<file path="src/css_pkg.sv">
// Shared constants, types and helpers for the crossing switch selector.
package css_pkg;

  localparam int CHANNELS    = 4;
  localparam int CH_W        = $clog2(CHANNELS);
  localparam int SAMPLE_BITS = 16;
  localparam int LEVEL_BITS  = 16;
  localparam int WEIGHT_BITS = 16;
  localparam int PACKED_WTS  = 4;
  localparam int LANES       = 3;
  localparam int LANE_BITS   = 16;
  localparam int TOL_BITS    = 15;
  localparam int PROD_BITS   = 48;
  localparam int PART_BITS   = 32;

  // Input beat layout, lowest field first.
  localparam int EN_OFS     = CHANNELS * SAMPLE_BITS;
  localparam int CONN_OFS   = EN_OFS + CHANNELS;
  localparam int LEVEL_OFS  = CONN_OFS + CHANNELS;
  localparam int LANES_OFS  = LEVEL_OFS + CHANNELS * LEVEL_BITS;
  localparam int IN_RAW_W   = LANES_OFS + LANES * LANE_BITS;
  localparam int IN_DATA_W  = ((IN_RAW_W + 7) / 8) * 8;

  // Output beat layout, lowest field first.
  localparam int O_SEL_OFS   = SAMPLE_BITS;
  localparam int O_GATE_OFS  = O_SEL_OFS + 2;
  localparam int O_EN_OFS    = O_GATE_OFS + CHANNELS;
  localparam int O_PULSE_OFS = O_EN_OFS + CHANNELS;
  localparam int OUT_RAW_W   = O_PULSE_OFS + 1;
  localparam int OUT_DATA_W  = ((OUT_RAW_W + 7) / 8) * 8;

  // Configuration port.
  localparam int CFG_IDX_W  = 3;
  localparam int CFG_DATA_W = 64;

  typedef logic signed [SAMPLE_BITS-1:0] sample_t;
  typedef logic signed [LEVEL_BITS-1:0]  level_t;

  // Forced selection coming out of the select triggers.
  typedef struct packed {
    logic            hit;
    logic [CH_W-1:0] ch;
  } force_t;

  // Weight of one channel from a packed register; absent channels weigh full scale.
  function automatic logic [WEIGHT_BITS-1:0] weight_of(logic [CFG_DATA_W-1:0] pw,
                                                       logic [CH_W-1:0] ch);
    logic [WEIGHT_BITS-1:0] w;
    w = '1;
    if (32'(ch) < PACKED_WTS) begin
      w = pw[32'(ch)*WEIGHT_BITS +: WEIGHT_BITS];
    end
    return w;
  endfunction

endpackage

</file>
<file path="src/css_schmitt.sv">
// Bank of Schmitt triggers on the select lines, producing a forced selection.
module css_schmitt (
  input  logic                              clk,
  input  logic                              rst,
  input  logic                              upd,
  input  css_pkg::level_t                   levels [css_pkg::CHANNELS],
  input  logic signed [css_pkg::LEVEL_BITS-1:0] thr_hi,
  input  logic signed [css_pkg::LEVEL_BITS-1:0] thr_lo,
  output css_pkg::force_t                   frc
);
  import css_pkg::*;

  logic [CHANNELS-1:0] trig;
  logic [CHANNELS-1:0] trig_next;

  // Hysteresis per line; the highest rising channel takes the selection.
  always_comb begin
    trig_next = trig;
    frc       = '0;
    for (int i = 0; i < CHANNELS; i++) begin
      if (trig[i]) begin
        if (levels[i] <= thr_lo) trig_next[i] = 1'b0;
      end else if (levels[i] >= thr_hi) begin
        trig_next[i] = 1'b1;
        frc.hit      = 1'b1;
        frc.ch       = CH_W'(i);
      end
    end
  end

  // Trigger states advance once per accepted beat.
  always_ff @(posedge clk) begin
    if (rst) begin
      trig <= '0;
    end else if (upd) begin
      trig <= trig_next;
    end
  end

  // A forced channel always has its trigger high afterwards.
  a_force_sets: assert property (@(posedge clk) disable iff (rst)
    (upd && frc.hit) |=> trig[$past(frc.ch)])
    else $error("forced channel trigger not set");

  a_rise_only_from_low: assert property (@(posedge clk) disable iff (rst)
    (upd && frc.hit) |-> !trig[frc.ch])
    else $error("forced channel was already high");

  a_hold: assert property (@(posedge clk) disable iff (rst)
    !upd |=> $stable(trig))
    else $error("trigger states changed without a beat");

endmodule

</file>
<file path="src/css_mul.sv">
// Shared 32x16 multiplier with a partial product register.
module css_mul (
  input  logic                             clk,
  input  logic                             ld,
  input  logic [css_pkg::PART_BITS-1:0]    op_a,
  input  logic [css_pkg::WEIGHT_BITS-1:0]  op_b,
  output logic [css_pkg::PROD_BITS-1:0]    prod,
  output logic [css_pkg::PART_BITS-1:0]    prod_q
);
  import css_pkg::*;

  // Full product of the current operands.
  assign prod = {{(PROD_BITS-PART_BITS){1'b0}}, op_a}
              * {{(PROD_BITS-WEIGHT_BITS){1'b0}}, op_b};

  // Hold the first partial product for the second pass.
  always_ff @(posedge clk) begin
    if (ld) begin
      prod_q <= prod[PART_BITS-1:0];
    end
  end

endmodule

</file>
<file path="src/crossing_switch_selector.sv">
// Top level: channel selector with probabilistic jumps, bans and select triggers.
// A result beat is loaded into the output register in the final state, after all candidate visits.
// Each input beat is finished before the next is taken: each of the three candidate channels
// takes two passes through the one shared 32x16 multiplier, then the output state loads the
// result beat and the idle state takes the next input beat.
// A stalled output holds the sequencer in its final state until the previous beat is taken.
// Reset (rst, synchronous) selects channel 0, clears bans, history, triggers and
// the pulse, and loads the configuration registers with their defaults.
module crossing_switch_selector (
  input  logic                              clk,
  input  logic                              rst,
  // sample_a..d, enable_high_mask, connected_mask, select_level_a..d, random_lanes
  input  logic [css_pkg::IN_DATA_W-1:0]     s_tdata,
  input  logic                              s_tvalid,
  output logic                              s_tready,
  // true_out, selected_channel, gate_mask, enabled_mask, switch_pulse
  output logic [css_pkg::OUT_DATA_W-1:0]    m_tdata,
  output logic                              m_tvalid,
  input  logic                              m_tready,
  input  logic                              cfg_we,
  input  logic [css_pkg::CFG_IDX_W-1:0]     cfg_index,
  input  logic [css_pkg::CFG_DATA_W-1:0]    cfg_data
);
  import css_pkg::*;

  localparam logic [1:0] ST_IDLE = 2'd0;
  localparam logic [1:0] ST_CA   = 2'd1;
  localparam logic [1:0] ST_CB   = 2'd2;
  localparam logic [1:0] ST_FIN  = 2'd3;

  localparam logic [CFG_IDX_W-1:0] REG_PROB   = 3'd0;
  localparam logic [CFG_IDX_W-1:0] REG_ARR    = 3'd1;
  localparam logic [CFG_IDX_W-1:0] REG_DEP    = 3'd2;
  localparam logic [CFG_IDX_W-1:0] REG_TOL    = 3'd3;
  localparam logic [CFG_IDX_W-1:0] REG_UPDN   = 3'd4;
  localparam logic [CFG_IDX_W-1:0] REG_PLEN   = 3'd5;
  localparam logic [CFG_IDX_W-1:0] REG_TRIGHI = 3'd6;
  localparam logic [CFG_IDX_W-1:0] REG_TRIGLO = 3'd7;

  localparam int DIFF_W = SAMPLE_BITS + 1;
  localparam int REL_W  = DIFF_W + 4;

  // Configuration registers.
  logic [WEIGHT_BITS-1:0]        jump_probability;
  logic [CFG_DATA_W-1:0]         arrival_weights;
  logic [CFG_DATA_W-1:0]         departure_weights;
  logic [TOL_BITS-1:0]           match_tolerance;
  logic                          up_down_mode;
  logic [15:0]                   pulse_length;
  logic signed [LEVEL_BITS-1:0]  trigger_high;
  logic signed [LEVEL_BITS-1:0]  trigger_low;

  // Sequencer and item state.
  logic [1:0]                    state;
  logic [CH_W-1:0]               cand;
  logic [CH_W-1:0]               cur_ch;
  logic [CH_W-1:0]               sel;
  logic [CH_W-1:0]               next_ch;
  logic [CHANNELS-1:0]           ban;
  logic [CHANNELS-1:0]           en_q;
  logic [CHANNELS-1:0]           up_q;
  logic [CHANNELS-1:0]           gate_q;
  logic                          fromup;
  logic                          elig;
  logic [15:0]                   pulse_rem;
  logic [LANES*LANE_BITS-1:0]    lanes_q;
  sample_t                       cur_val;
  sample_t                       smp  [CHANNELS];
  sample_t                       prev [CHANNELS];

  // Unpacked input beat.
  sample_t                       in_smp [CHANNELS];
  level_t                        in_lvl [CHANNELS];
  logic [CHANNELS-1:0]           in_en;
  logic [CHANNELS-1:0]           in_up;
  logic [CH_W-1:0]               sel_new;
  force_t                        frc;
  logic                          accept;

  // Candidate evaluation.
  logic [CH_W:0]                 cand_sum;
  logic [CH_W-1:0]               cand_ch;
  sample_t                       cand_val;
  logic [DIFF_W-1:0]             diff;
  logic [REL_W-1:0]              diff_x10;
  logic [REL_W-1:0]              tol_x11;
  logic                          elig_next;
  logic [LANE_BITS-1:0]          draw;
  logic                          jump_win;
  logic                          out_free;

  // Shared multiplier.
  logic [PART_BITS-1:0]          mul_a;
  logic [WEIGHT_BITS-1:0]        mul_b;
  logic [PROD_BITS-1:0]          mul_p;
  logic [PART_BITS-1:0]          mul_q;

  assign accept   = s_tvalid && s_tready;
  assign s_tready = (state == ST_IDLE);
  assign out_free = !m_tvalid || m_tready;

  // Slice the input beat into channels.
  always_comb begin
    for (int i = 0; i < CHANNELS; i++) begin
      in_smp[i] = s_tdata[i*SAMPLE_BITS +: SAMPLE_BITS];
      in_lvl[i] = s_tdata[LEVEL_OFS + i*LEVEL_BITS +: LEVEL_BITS];
      in_en[i]  = s_tdata[EN_OFS + i] && s_tdata[CONN_OFS + i];
      in_up[i]  = in_smp[i] > prev[i];
    end
  end

  css_schmitt u_schmitt (
    .clk    (clk),
    .rst    (rst),
    .upd    (accept),
    .levels (in_lvl),
    .thr_hi (trigger_high),
    .thr_lo (trigger_low),
    .frc    (frc)
  );

  assign sel_new = frc.hit ? frc.ch : cur_ch;

  // Candidate channel: rotate from the selected one.
  always_comb begin
    cand_sum = {1'b0, sel} + {1'b0, cand} + (CH_W+1)'(1);
    if (cand_sum >= (CH_W+1)'(CHANNELS)) begin
      cand_ch = CH_W'(cand_sum - (CH_W+1)'(CHANNELS));
    end else begin
      cand_ch = CH_W'(cand_sum);
    end
  end

  // Distance, ban release and eligibility of the candidate.
  always_comb begin
    cand_val = smp[cand_ch];
    if (cand_val > cur_val) begin
      diff = DIFF_W'({cand_val[SAMPLE_BITS-1], cand_val} - {cur_val[SAMPLE_BITS-1], cur_val});
    end else begin
      diff = DIFF_W'({cur_val[SAMPLE_BITS-1], cur_val} - {cand_val[SAMPLE_BITS-1], cand_val});
    end
    diff_x10  = (REL_W'(diff) << 3) + (REL_W'(diff) << 1);
    tol_x11   = (REL_W'(match_tolerance) << 3) + (REL_W'(match_tolerance) << 1)
              + REL_W'(match_tolerance);
    elig_next = (diff <= DIFF_W'(match_tolerance))
             && !(up_down_mode && (up_q[cand_ch] != fromup))
             && !ban[cand_ch] && en_q[cand_ch];
  end

  // Random draw for this candidate; lanes beyond the supplied ones read zero.
  always_comb begin
    draw = '0;
    if (32'(cand) < LANES) begin
      draw = lanes_q[32'(cand)*LANE_BITS +: LANE_BITS];
    end
  end

  // First pass: probability times arrival weight; second: times departure weight.
  always_comb begin
    if (state == ST_CB) begin
      mul_a = mul_q;
      mul_b = weight_of(departure_weights, sel);
    end else begin
      mul_a = PART_BITS'(jump_probability);
      mul_b = weight_of(arrival_weights, cand_ch);
    end
  end

  css_mul u_mul (
    .clk    (clk),
    .ld     (state == ST_CA),
    .op_a   (mul_a),
    .op_b   (mul_b),
    .prod   (mul_p),
    .prod_q (mul_q)
  );

  assign jump_win = {draw, {(PROD_BITS-LANE_BITS){1'b0}}} < mul_p;

  // Configuration writes.
  always_ff @(posedge clk) begin
    if (rst) begin
      jump_probability  <= 16'd6554;
      arrival_weights   <= '1;
      departure_weights <= '1;
      match_tolerance   <= 15'd102;
      up_down_mode      <= 1'b0;
      pulse_length      <= 16'd48;
      trigger_high      <= 16'sd2048;
      trigger_low       <= '0;
    end else if (cfg_we) begin
      case (cfg_index)
        REG_PROB:   jump_probability  <= cfg_data[WEIGHT_BITS-1:0];
        REG_ARR:    arrival_weights   <= cfg_data;
        REG_DEP:    departure_weights <= cfg_data;
        REG_TOL:    match_tolerance   <= cfg_data[TOL_BITS-1:0];
        REG_UPDN:   up_down_mode      <= cfg_data[0];
        REG_PLEN:   pulse_length      <= cfg_data[15:0];
        REG_TRIGHI: trigger_high      <= cfg_data[LEVEL_BITS-1:0];
        REG_TRIGLO: trigger_low       <= cfg_data[LEVEL_BITS-1:0];
        default: ;
      endcase
    end
  end

  // Beat payload captured on accept; candidate eligibility captured in ST_CA.
  always_ff @(posedge clk) begin
    if (accept) begin
      for (int i = 0; i < CHANNELS; i++) begin
        smp[i] <= in_smp[i];
      end
      en_q    <= in_en;
      up_q    <= in_up;
      gate_q  <= CHANNELS'(1) << cur_ch;
      lanes_q <= s_tdata[LANES_OFS +: LANES*LANE_BITS];
      cur_val <= in_smp[sel_new];
      fromup  <= in_up[sel_new];
      sel     <= sel_new;
    end
    if (state == ST_CA) begin
      elig <= elig_next;
    end
  end

  // Sequencer: candidate visits, jump decisions and the output beat.
  always_ff @(posedge clk) begin
    if (rst) begin
      state     <= ST_IDLE;
      cand      <= '0;
      cur_ch    <= '0;
      next_ch   <= '0;
      ban       <= '0;
      pulse_rem <= '0;
      m_tvalid  <= 1'b0;
      m_tdata   <= '0;
      for (int i = 0; i < CHANNELS; i++) begin
        prev[i] <= '0;
      end
    end else begin
      // A taken beat clears valid unless a new one is loaded in the same cycle.
      if (m_tvalid && m_tready && !(state == ST_FIN && out_free)) m_tvalid <= 1'b0;
      case (state)
        ST_IDLE: begin
          if (accept) begin
            cur_ch  <= sel_new;
            next_ch <= sel_new;
            cand    <= '0;
            state   <= ST_CA;
          end
        end
        ST_CA: begin
          if (ban[cand_ch] && (diff_x10 > tol_x11)) ban[cand_ch] <= 1'b0;
          state <= ST_CB;
        end
        ST_CB: begin
          if (elig) begin
            if (jump_win) begin
              if (pulse_length > pulse_rem) pulse_rem <= pulse_length;
              next_ch  <= cand_ch;
              ban[sel] <= 1'b1;
            end else begin
              ban[cand_ch] <= 1'b1;
            end
          end
          if (32'(cand) == CHANNELS - 2) begin
            state <= ST_FIN;
          end else begin
            cand  <= cand + CH_W'(1);
            state <= ST_CA;
          end
        end
        ST_FIN: begin
          if (out_free) begin
            m_tdata  <= OUT_DATA_W'({(pulse_rem != '0), en_q, gate_q, next_ch, cur_val});
            if (pulse_rem != '0) pulse_rem <= pulse_rem - 16'd1;
            m_tvalid <= 1'b1;
            cur_ch   <= next_ch;
            for (int i = 0; i < CHANNELS; i++) begin
              prev[i] <= smp[i];
            end
            state <= ST_IDLE;
          end
        end
        default: state <= ST_IDLE;
      endcase
    end
  end

  a_gate_onehot: assert property (@(posedge clk) disable iff (rst)
    m_tvalid |-> $onehot(m_tdata[O_GATE_OFS +: CHANNELS]))
    else $error("gate mask is not one-hot");

  a_jump_pulse: assert property (@(posedge clk) disable iff (rst)
    (state == ST_CB && elig && jump_win && pulse_length != '0) |=> (pulse_rem != '0))
    else $error("jump did not start the pulse");

  a_jump_bans_source: assert property (@(posedge clk) disable iff (rst)
    (state == ST_CB && elig && jump_win) |=> ban[sel])
    else $error("jump did not ban the source channel");

  a_accept_starts: assert property (@(posedge clk) disable iff (rst)
    accept |=> (state == ST_CA && cand == '0))
    else $error("sequencer did not start on accept");

endmodule
</file>
<file path="config.mk">
export PLATFORM = sky130hd
export DESIGN_NAME = crossing_switch_selector
export DESIGN_NICKNAME = d
export VERILOG_FILES = /design/src/css_pkg.sv /design/src/css_schmitt.sv /design/src/css_mul.sv /design/src/crossing_switch_selector.sv
export SDC_FILE = /design/constraint.sdc
export NUM_CORES = 2
export LEC_CHECK = 0
export BUFFER_PORTS_ARGS = -buffer_cell sky130_fd_sc_hd__buf_2
export CORE_MARGIN = 4
export CORE_UTILIZATION = 25
export DETAILED_ROUTE_END_ITERATION = 10
export SYNTH_ARGS = -nofsm -noshare
export SYNTH_HDL_FRONTEND = slang
export SYNTH_SLANG_ARGS = --single-unit
</file>
<file path="constraint.sdc">
create_clock -name clk -period 15.5 [get_ports clk]
set_input_delay 2.325 -clock clk [delete_from_list [all_inputs] [get_ports clk]]
set_output_delay 2.325 -clock clk [all_outputs]
set_load 0.05 [all_outputs]
</file>
# Word level (Yosys, flattened, before mapping)
# Memory sizes are Yosys's and may differ from the RTL's.
# Index checks and enable logic that the tools add are counted.
dict set report word_totals {
  ff_bits 380
  latchBits 0
  ramBits 128
  romBits 0
  input_bits 256
  word_cells 218
  n_memories 2
}
dict set report classes {
  addsub 10
  mul 1
  div 0
  n_lt_le_gt_ge 25
  n_eq_ne 20
  shift 4
  mux 79
  bitwise_logic 9
  reduce_logical 42
}
# name words word_bits rd rd_clocked_by_memory_dff wr line_no
set memory_table {}
lappend memory_table {prev 4 16 4 0 4 crossing_switch_selector.sv:69} ;# sample_t prev [CHANNELS];
lappend memory_table {smp 4 16 5 0 4 crossing_switch_selector.sv:68} ;# sample_t smp [CHANNELS];
# cell n
set op_table {}
lappend op_table {{2-to-1 mux 16 bit} 13}
lappend op_table {{indexed part select 64 x 7 -> 16 bit} 2}
lappend op_table {{> comparator 16 bit} 6}
lappend op_table {{>= comparator 16 bit} 4}
lappend op_table {{<= comparator 16 bit} 4}
lappend op_table {{< comparator 48 bit} 1}
lappend op_table {{multiplier 32 x 16 -> 48 bit} 1}
lappend op_table {{indexed part select 48 x 7 -> 16 bit} 1}
lappend op_table {{subtractor 16 x 16 -> 17 bit} 2}
lappend op_table {{binary-select mux 16 bit (select 2 bit)} 1}
lappend op_table {{2-to-1 mux 32 bit} 1}
lappend op_table {{case mux 16 bit (2 select lines)} 1}
lappend op_table {{2-to-1 mux 1 bit} 29}
lappend op_table {{2-to-1 mux 3 bit} 8}
lappend op_table {{2-to-1 mux 2 bit} 11}
lappend op_table {{adder 20 x 18 -> 21 bit} 1}
lappend op_table {{> comparator 21 x 20 -> 1 bit} 1}
lappend op_table {{adder 19 x 15 -> 20 bit} 1}
lappend op_table {{AND reduction 2 bit} 10}
lappend op_table {{adder 18 x 16 -> 19 bit} 1}
lappend op_table {{<= comparator 17 x 15 -> 1 bit} 1}
lappend op_table {{2-to-1 mux 17 bit} 1}
lappend op_table {{nonzero test 16 bit} 1}
lappend op_table {{subtractor 16 x 1 -> 16 bit, second input constant} 1}
lappend op_table {{other kinds (37)} 87}

# Depth between registers and ports, before layout
dict set report depth {
  word_depth 14
  mapped_depth 50
}

# By module
# Synthesis repeated with hierarchy kept, for this count alone.
dict set report unflattened {
  hier_cells 5050
  area_unflattened_um2 46618.5
}
# module n_inst cells_per_inst area_per_inst_um2
set by_module_without_submodules {}
lappend by_module_without_submodules {crossing_switch_selector 1 2719 26095.0}
lappend by_module_without_submodules {css_mul 1 1952 17370.4}
lappend by_module_without_submodules {css_schmitt 1 379 3153.0}

# Worst setup path before layout
# No wires, ideal clock.
dict set report synth_timing {
  kind {reg-to-reg}
  start {register sel[0]}
  end {register pulse_rem[3]}
  arrival_ps 11744
  t_required_ps 15372
  setup_slack_ps 3628
  path_stages_with_launch 45
  n_path_buf 6
  synth_period_minus_slack_ps 11872
  path_cell_list {edfxtp_1 > buf_1 > clkbuf_1 > inv_1 > ha_1 > xnor3_1 > clkbuf_1 > mux4_2 > a21oi_1 > clkbuf_1 > nor2_1 > fa_1 > inv_1 > fa_1 > fa_1 > inv_1 > fa_1 > fa_1 > [9 not listed] > o21ai_1 > o21ba_2 > o211a_1 > a2111oi_0 > nor3_1 > xnor2_1 > ha_1 > nand4b_1 > nor3b_1 > nand3_1 > nor4_1 > nor4b_1 > and4b_1 > and4_4 > a31o_2 > buf_2 > o21ai_0 > nor3b_1}
}
dict set report synth_via {
  elab_chain_cells 10
}
# item line_no
set synth_rtl {}
lappend synth_rtl {{start: declaration} crossing_switch_selector.sv:57} ;# logic [CH_W-1:0] sel;
lappend synth_rtl {{start signal: assignment} crossing_switch_selector.sv:218} ;# sel <= sel_new;
lappend synth_rtl {{adder 2 x 2 -> 3 bit} crossing_switch_selector.sv:126} ;# cand_sum = {1'b0, sel} + {1'b0, cand} + (CH_W+1)'(1);
lappend synth_rtl {{adder 3 x 1 -> 3 bit} crossing_switch_selector.sv:126}
lappend synth_rtl {{>= comparator 3 bit / subtractor 2 x 1 -> 2 bit (equally long branches)} {crossing_switch_selector.sv:127, crossing_switch_selector.sv:128}}
lappend synth_rtl {{2-to-1 mux 2 bit} crossing_switch_selector.sv:127} ;# if (cand_sum >= (CH_W+1)'(CHANNELS)) begin
lappend synth_rtl {{indexed part select 64 x 7 -> 16 bit} css_pkg.sv:51} ;# w = pw[32'(ch)*WEIGHT_BITS +: WEIGHT_BITS];
lappend synth_rtl {{2-to-1 mux 16 bit *} crossing_switch_selector.sv:160} ;# if (state == ST_CB) begin
lappend synth_rtl {{multiplier 32 x 16 -> 48 bit *} css_mul.sv:14} ;# * {{(PROD_BITS-WEIGHT_BITS){1'b0}}, op_b};
lappend synth_rtl {{< comparator 48 bit *} crossing_switch_selector.sv:178} ;# assign jump_win = {draw, {(PROD_BITS-LANE_BITS){1'b0}}} < mul_p;
lappend synth_rtl {{!= test 2 bit (no source line) *} n/a}
lappend synth_rtl {{AND reduction 6 bit (no source line) *} n/a}
lappend synth_rtl {{end signal: assignment} crossing_switch_selector.sv:258} ;# if (pulse_length > pulse_rem) pulse_rem <= pulse_length;
lappend synth_rtl {{end signal: assignment} crossing_switch_selector.sv:275} ;# if (pulse_rem != '0) pulse_rem <= pulse_rem - 16'd1;
lappend synth_rtl {{end: declaration} crossing_switch_selector.sv:65} ;# logic [15:0] pulse_rem;
# Mark *: on every way between the ends. The rest lies on a longest branch, timed or not.
# A chain may end at the register's enable or synchronous reset.

# Worst setup path after layout
# Ends and elaborated chain as after synthesis.

==> run metrics <==
Buffers & Inverters on Critical Path=8; TritonCTS Sinks=508; Worst R2R Setup Slack=2.99 ns; core area=183000 um2; count leader, synth=nand2_1; Critical Path Max Stage Delay=0.63 ns; post-CTS sizing=0; GRT Residual Overflow=0; slowest CP cell=buf_4; Post-Synth Adder-Cell Area=0.310; DR pass1 iterations=6; FFs w/ async S/R, synth=0; Total Wirelength=150 mm; Post-CTS Setup Bufs=0; DRC Markers=0; standard-cell row count=157; worst-margin pin slew=1.23 ns; worst-path fanout max=34; R2R depth=41; DRT iter0 DRCs=a little under 3000; Max-Cap Viols=0; r2r endpoint=pulse_rem[3]$_SDFFE_PP0P_; GP Congestion=0.909; top post-synthesis cells by area=fa_1 (19%), edfxtp_1 (16%), ha_1 (12%); Die X=between 400 and 500 um; area of placed instances=50100 um2; CTS Hold Bufs=0; sequential fraction of the synthesis area=0.273; Synth Instances=4920; critical path's top delay family=adder cells; final setup skew=0.0655 ns; area share of and/or/nand/nor cells after synthesis=0.163; critical path class=reg2reg; hold_sp=m_tdata[22]$_SDFFE_PP0P_; Compound-Gate Fraction of Synth Area=0.127; Final Setup Violations=0; vias in the first global route=37200; FILL cells=19500; Yosys top cell area share=0.189; DPL Wire Length=118 mm; DIE AREA=191000 um2; Finished Cell Area=52100 um2; Nets=6222; most used flip-flop cell after synthesis=dfxtp_1; largest family of logic cells by synthesized area=adder cells; YS warnings=0; vias after detailed routing=36400; Post-synth EDFFs=240; setup TNS=0 ns; CP Capture Type=flip-flop; root buf cell=clkbuf_16; initial antenna violation count=21; CTS tree=built; DR vias/cell=~4.8; fin crit share=0.807; Routed WL per cell=19.8 um; Final Hold Fails=0; area leader, netlist=fa_1; mean post-synth cell area=9.36 um2; Pins Over Slew Limit=0; Tot GR Track Use=0.153; synthesized area=around 46000 um2; Synth Register Bits=508; layout cells sized above 1=0.107; Syn-to-layout area delta=13.1%; clock buffer depth=3; final core area utilization=0.284; mux contribution to synthesized area=0.0408; cell mode on critical path=fa_1; first-pass GRT wire length=228 mm; clock latency on the worst-skew pair=0.68 ns; count of cell types in the netlist=86; status=completed; Starting Density=0.251; H-tree depth=2; synth cell count leaders=nand2_1 (670), inv_1 (653), ha_1 (446); boundary pin count=290; maximum operating frequency=80.0 MHz; Hold Path End=m_tdata[22]$_SDFFE_PP0P_; CP arrival=13.00 ns; post-synthesis xor/xnor area fraction=0.0136; largest net degree at the start of global routing=99; min Tclk post-route=12.51 ns; relative slew slack=0.176; I/O Buffers=284; worst r2r src=sel[0]$_DFFE_PP_; die height=437 um; CP Launch Type=flip-flop; RSZ-0062 raised after global routing=false; clk slew on worst S/H paths=0.07 ns; worst hold stages=2; Routed Antenna Nets=0; Critical Path RT=15.99 ns; CTS buffer count=54; min-delay worst type=reg2reg
==> how the worst max path moves through the flow <==
stage                startpoint                    endpoint  slack (ns)  cells after the start
2_1_floorplan  sel[0]$_DFFE_PP_   pulse_rem[3]$_SDFFE_PP0P_        3.63                     44
3_3_place_gp   sel[0]$_DFFE_PP_   pulse_rem[3]$_SDFFE_PP0P_        3.12                     41
3_5_place_dp   sel[0]$_DFFE_PP_   pulse_rem[3]$_SDFFE_PP0P_        2.95                     41
4_1_cts        sel[0]$_DFFE_PP_   pulse_rem[3]$_SDFFE_PP0P_        2.94                     41
5_1_grt        sel[0]$_DFFE_PP_  pulse_rem[10]$_SDFFE_PP0P_        2.14                     41
6_report       sel[0]$_DFFE_PP_   pulse_rem[3]$_SDFFE_PP0P_        2.99                     41
==> state kept, by name (all words and copies together) (netlist names), 4 cells and up <==
register and cells:
smp 64, departure_weights 64, prev 64, pulse_length 16, trigger_high 16, pulse_rem 16, lanes_q 48, cur_val 16
jump_probability 16, up_q 4, u_schmitt.trig 4, u_mul.prod_q 32, m_tdata 27, trigger_low 16, arrival_weights 64, match_tolerance 15
en_q 4, gate_q 4, ban 4
==> stage by stage <==
step                      instances  setup slack (ns)  hold WS, ns
after floorplan                4924              3.63        0.436
after global placement         7494              3.12        0.443
after detailed placement       7494              2.95        0.446
after CTS                      7596              2.94        0.455
after global routing           7600              2.14        0.472
final                          7607              2.99        0.452
==> worst min-delay path, cell delays in order, from the launching register on <==
cell,delay [ns]
dfxtp_1,0.30
nand2_1,0.05
a21oi_1,0.05
==> layout make-up <==
cell class	count	area (um2)	area share
antenna	11	27.5	0.000529
multi-input combinational	3533	30200	0.580
clock inverter	39	475	0.00913
timing repair buffer	335	1810	0.0348
clock buffer	63	1460	0.0279
inverter	654	2460	0.0472
tap	2464	3080	0.0592
sequential	508	12600	0.241
==> layer usage <==
layer,GRT usage,part of all wire,vias up
met3,0.0229,0.061,258
met5,0,0.00031,-
li1,-,-,16900
met2,0.270,0.50,1197
met1,0.188,0.40,18000
met4,0.0609,0.045,6
==> cell usage in the layout (no fill, tap or decap), drive strengths merged, types with 73 or more instances in the layout <==
cell    instances
nand2         670
inv           663
ha            446
fa            434
buf           335
a21oi         291
nor2          287
dfxtp         268
edfxtp        240
nor2b         169
a211o         140
o21ai         102
and2          101
a21o           86
and3           73
==> cell families after synthesis <==
logic type | Yosys count
AO/OA/AOI/OAI | 867
XOR/XNOR | 70
flip-flops | 508
AND/OR/NAND/NOR | 1585
multiplexers | 126
buffers and inverters | 883
adder cells (fa/ha/maj) | 880
other | 1
Power is not shown: default switching activity piles up to over one toggle a cycle in this logic, so the estimate is an artifact.
